==> config.mk <==
export PLATFORM = sky130hd
export DESIGN_NAME = ncma_ram
export DESIGN_NICKNAME = d
export VERILOG_FILES = /design/src/ncma_ram.sv
export SDC_FILE = /design/constraint.sdc
export NUM_CORES = 1
export LEC_CHECK = 0
export BUFFER_PORTS_ARGS = -buffer_cell sky130_fd_sc_hd__buf_2
export CORE_MARGIN = 2
export CORE_UTILIZATION = 50
export DETAILED_ROUTE_END_ITERATION = 8
export PLACE_DENSITY = 0.79
export SLEW_MARGIN = 20
export SYNTH_ARGS = -nofsm -noshare
export SYNTH_HDL_FRONTEND = slang
export SYNTH_SLANG_ARGS = --single-unit
==> constraint.sdc <==
create_clock -name i_clk -period 4.6 [get_ports i_clk]
set_input_delay 0.92 -clock i_clk [delete_from_list [all_inputs] [get_ports i_clk]]
set_output_delay 0.92 -clock i_clk [all_outputs]
set_load 0.1 [all_outputs]
==> src/ncma_ram.sv <==
// ----------------------------------------------------------------------------
// Generic simple dual-port RAM
// One write port and one read port with registered read data that holds its
// value while no read is requested.
// ----------------------------------------------------------------------------
module ncma_ram #(
    parameter int  DATA_W = 8,
    parameter int  DEPTH  = 16,
    localparam int ADDR_W = (DEPTH > 1) ? $clog2(DEPTH) : 1
) (
    input  logic              i_clk,
    input  logic              i_wr_en,
    input  logic [ADDR_W-1:0] i_wr_addr,
    input  logic [DATA_W-1:0] i_wr_data,
    input  logic              i_rd_en,
    input  logic [ADDR_W-1:0] i_rd_addr,
    output logic [DATA_W-1:0] o_rd_data
);

    logic [DATA_W-1:0] r_mem [DEPTH];
    logic [DATA_W-1:0] r_rd_data;

    always_ff @(posedge i_clk) begin
        if (i_wr_en) begin
            r_mem[i_wr_addr] <= i_wr_data;
        end
        if (i_rd_en) begin
            r_rd_data <= r_mem[i_rd_addr];
        end
    end

    assign o_rd_data = r_rd_data;

endmodule

[Word level (Yosys, flattened, before mapping)]
Memory sizes are Yosys's and may differ from the RTL's. A register that Yosys moved wholly into a read port is not among the register bits.
Cells that the tools add are included.
Storage, ports and cells
  output and inout port bits: 8
  memory bits (writable): 128
  bits of input ports: 19
  register bits: 0
  word-level logic and storage cells: 3
  memories kept: 1
Operators by class
  mux-type cells: 2
Memories
  r_mem: words 16, width 8, rd ports 1, clocked after Yosys merged registers in 1, write ports 1, line 20  | logic [DATA_W-1:0] r_mem [DEPTH];
Operators with widths (count)
  1-bit 2-to-1 mux: 2

[Longest topological paths before layout]
  word-level depth: 2
  mapped depth: 5
  gate-level depth less buffers: 3

[Least setup slack after synthesis]
Ideal clock, no wire load.
  path kind: input port to flip-flop
  start point: in i_wr_addr[2]
  end point: mem r_mem[0][0], enable pin
  path slack: 2.187 ns
  cell stages on the path: 2
  library setup time: 0.383 ns
  arrival: 2.030 ns
  data required time: 4.217 ns
  buffers on the path: 0
  path through: or3b_2 nor3_1
RTL lines
  start, declared: line 13  | input logic [ADDR_W-1:0] i_wr_addr,
  end, declared: line 20
No word-level cell before the write port.

==> flow_summary_export.csv <==
group,metric,value,unit
worst_setup_path,crit_slowest_cell,"sky130_fd_sc_hd__buf_2",
route,vias_per_cell,5.83,
worst_setup_path,setup.worst_path.class,"primary input to register",
global_route,grt_max_degree,33,
synthesis,synth.lib_cells_used.distinct,18,
job,maxCapViolCount,0,
clock_network,numClockSinks,136,
timing,report.final.slew_viol_count,0,
place,placement.io_buffers,26,
clock_network,clk_latency,510,ps
floorplan,die_h,106,um
clock_network,clock_tree_from_tritoncts,"yes",
layout,n_antenna_cell,0,
worst_setup_path,worst-endpoint-required,4850,ps
route,remaining_drc_errors,0,
floorplan,initial_utilization,51.1,%
synthesis,async_flop_share,0,%
synthesis,post_synth.cell_area_avg,22.8,um2
pwr,power.leakage,0.00201,uW
worst_setup_path,path_cells,"buf_2, mux4_1, a22oi_1, nand2_1",
floorplan,core_area,10200,um2
layout,synthToLayoutAreaGrowth,15.7,%
global_route,grt.total_usage,18.7,%
global_route,antenna_found_initial,0,
pwr,seqPwrFrac,48.5,%
place,cell_count_after_placement,385,
route,aggregate_routed_wire_length,9720,um
clock_network,htree_num_levels,4,
layout,drive_above_1_share,26.9,%
timing,number_of_endpoints_with_negative_hold_slack_in_the_final_report,0,
synthesis,synth_edf_count,136,
clock_network,clockBufferDepth,2,
layout,fin_cells,415,
worst_setup_path,timing.critical_path.from_type,"primary input",
timing,rsz_0062_raised_after_global_routing,"false",
route,drt-initial-drc-count,216,
timing,max_slew.worst_pin.slew,1010,ps
synthesis,synth-seq-cells,136,
pwr,power.total,2900,uW
worst_setup_path,cp_slowest_stage_delay,760,ps
timing,setup-tns-final,0,ps
synthesis,sequential_area_share_after_synthesis,78.1,%
timing,post-route-min-period,2440,ps
clock_network,clk_root_buffer_cell,"sky130_fd_sc_hd__clkbuf_8",
clock_network,post_cts_buffers,0,
pwr,combinational_power_share,5.5,%
layout,fin_nets,287,
synthesis,cells_after_synthesis,229,
place,globalplace.congestion,0.736,
clock_network,cts-buffers-inserted,17,
synthesis,synthesis.nets,248,
clock_network,cts_resized,0,
worst_setup_path,critical_path.max_fanout,32,
layout,multi_input_comb_area,1060,um2
layout,fillerInstances,722,
pwr,power_per_cell_area,479,nW/um2
pwr,power.ir.vdd_worst,0.243,mV
global_route,grt_pass1_wl,14700,um
global_route,grt_pass1_vias,2491,
route,vias,2421,
floorplan,die_width,106,um
clock_network,postCtsHoldBufs,0,
worst_setup_path,crit_path_end_kind,"register",
layout,ff_latch_area,4080,um2
floorplan,number_of_cell_rows,37,
synthesis,synth_flop_cell,"sky130_fd_sc_hd__edfxtp_1",
route,postRouteAntennaNets,0,
worst_setup_path,critPathArrivalTime,2700,ps
place,dp_hpwl,5850,um
run_status,status,"completed",
global_route,grt.overflow.total,0,
clock_network,clk_pin_slew_worst_paths,60,ps
synthesis,post_synth_instance_area,5230,um2
pwr,p_int,2310,uW
timing,final.setup_skew,6.55,ps
pwr,switching_share,20.1,%
timing,finalSetupViolCount,0,
timing,timing.fmax,0.409,GHz
synthesis,yosys_warnings,0,
floorplan,design.die.area,11300,um2
timing,finalCritPeriodShare,53.1,%
floorplan,ioPinCount,27,
pwr,net-switching-power,581,uW
route,routedWlPerCell,23.4,um
route,drt-pass1-iter-count,4,
timing,slew_headroom,32.5,%
hold_path,worst_hold_path_type,"register to register",
pwr,clockPowerShare,46.0,%
==> area by class of cell <==
class,instances,share of cell area (%)
well taps,136,2.81
repair buffers,30,2.65
flip-flops and latches,136,67.5
clock inverters,10,2.54
multi-input cells,83,17.5
clock buffers,20,7.03
==> worst max-delay path, delay by kind of cell <==
kind / cells / cell delay [ps]
AO/OA/AOI/OAI: 1 / 260
multiplexers: 1 / 660
buffers and inverters: 1 / 760
AND/OR/NAND/NOR: 1 / 80
==> logic make-up after synthesis <==
group / share of synthesized area, %
muxes: 14.8
buffers and inverters: 1.65
AOI/OAI and AO/OA: 2.30
DFF: 78.1
and+or+nand+nor: 3.14
==> per-layer routing <==
layer  vias up  track usage [%]  routed length (um)
met5         -                0                   0
met4         0             6.48                  83
met3         4             6.81                 637
met2       103             27.7                4820
met1      1257             25.9                4180
li1       1057                -                   -
==> power groups by stage <==
stage | sequential (uW) | combinational (uW) | clock (uW)
global placement | 1430 | 157 | 0
floorplan | 1470 | 70.5 | 0
detailed placement | 1430 | 161 | 0
global route | 1410 | 170 | 1390
CTS | 1410 | 162 | 1340
finish | 1410 | 159 | 1330
==> registers in the layout, indices dropped and copies added (netlist names) <==
register,cells
o_rd_data,8
r_mem,128
==> synth_stat cells, drive strengths merged (2+ instances only) <==
library cell,number,share of area (%)
clkdlybuf4s25,3,0.57
a22oi,16,2.3
nor2,13,0.93
nand2,9,0.65
mux4,32,15
nand2b,2,0.24
nand3b,2,0.29
edfxtp,136,78
buf,7,1.1
nor3,4,0.38
==> stage by stage <==
step	hold WS [ps]	worst slack, ps	util (%)	instance area [um2]
floorplan	705	2190	-	5230
global placement	727	1590	53.5	5470
detailed placement	750	1540	53.5	5470
CTS	761	2090	59.1	6050
global route	762	2010	59.1	6050
finish	748	2160	59.1	6050
==> cell usage in the layout, fill, tap and decap left out, drive strengths merged, types with 2 or more instances in the layout <==
cell and n:
edfxtp 136, nor2 13, clkbuf 20, clkinvlp 2, buf 30, nand2b 2
mux4 32, nor3 4, bufinv 4, a22oi 16, nand2 9, clkinv 4
nand3b 2
==> final timing paths <==
| kind | startpoint | slack (ps) | end | cells past startpoint |
|---|---|---|---|---|
| worst min register to register | r_mem[12][1] | 750 | o_rd_data[1] | 3 |
| worst min-delay path | r_mem[12][1] | 750 | o_rd_data[1] | 3 |
| worst max-delay path | i_rd_addr[0] | 2160 | o_rd_data[4] | 4 |
| worst max register to register | r_mem[1][1] | 3120 | o_rd_data[1] | 3 |
No activity file was read; power rests on OpenSTA's default activity.
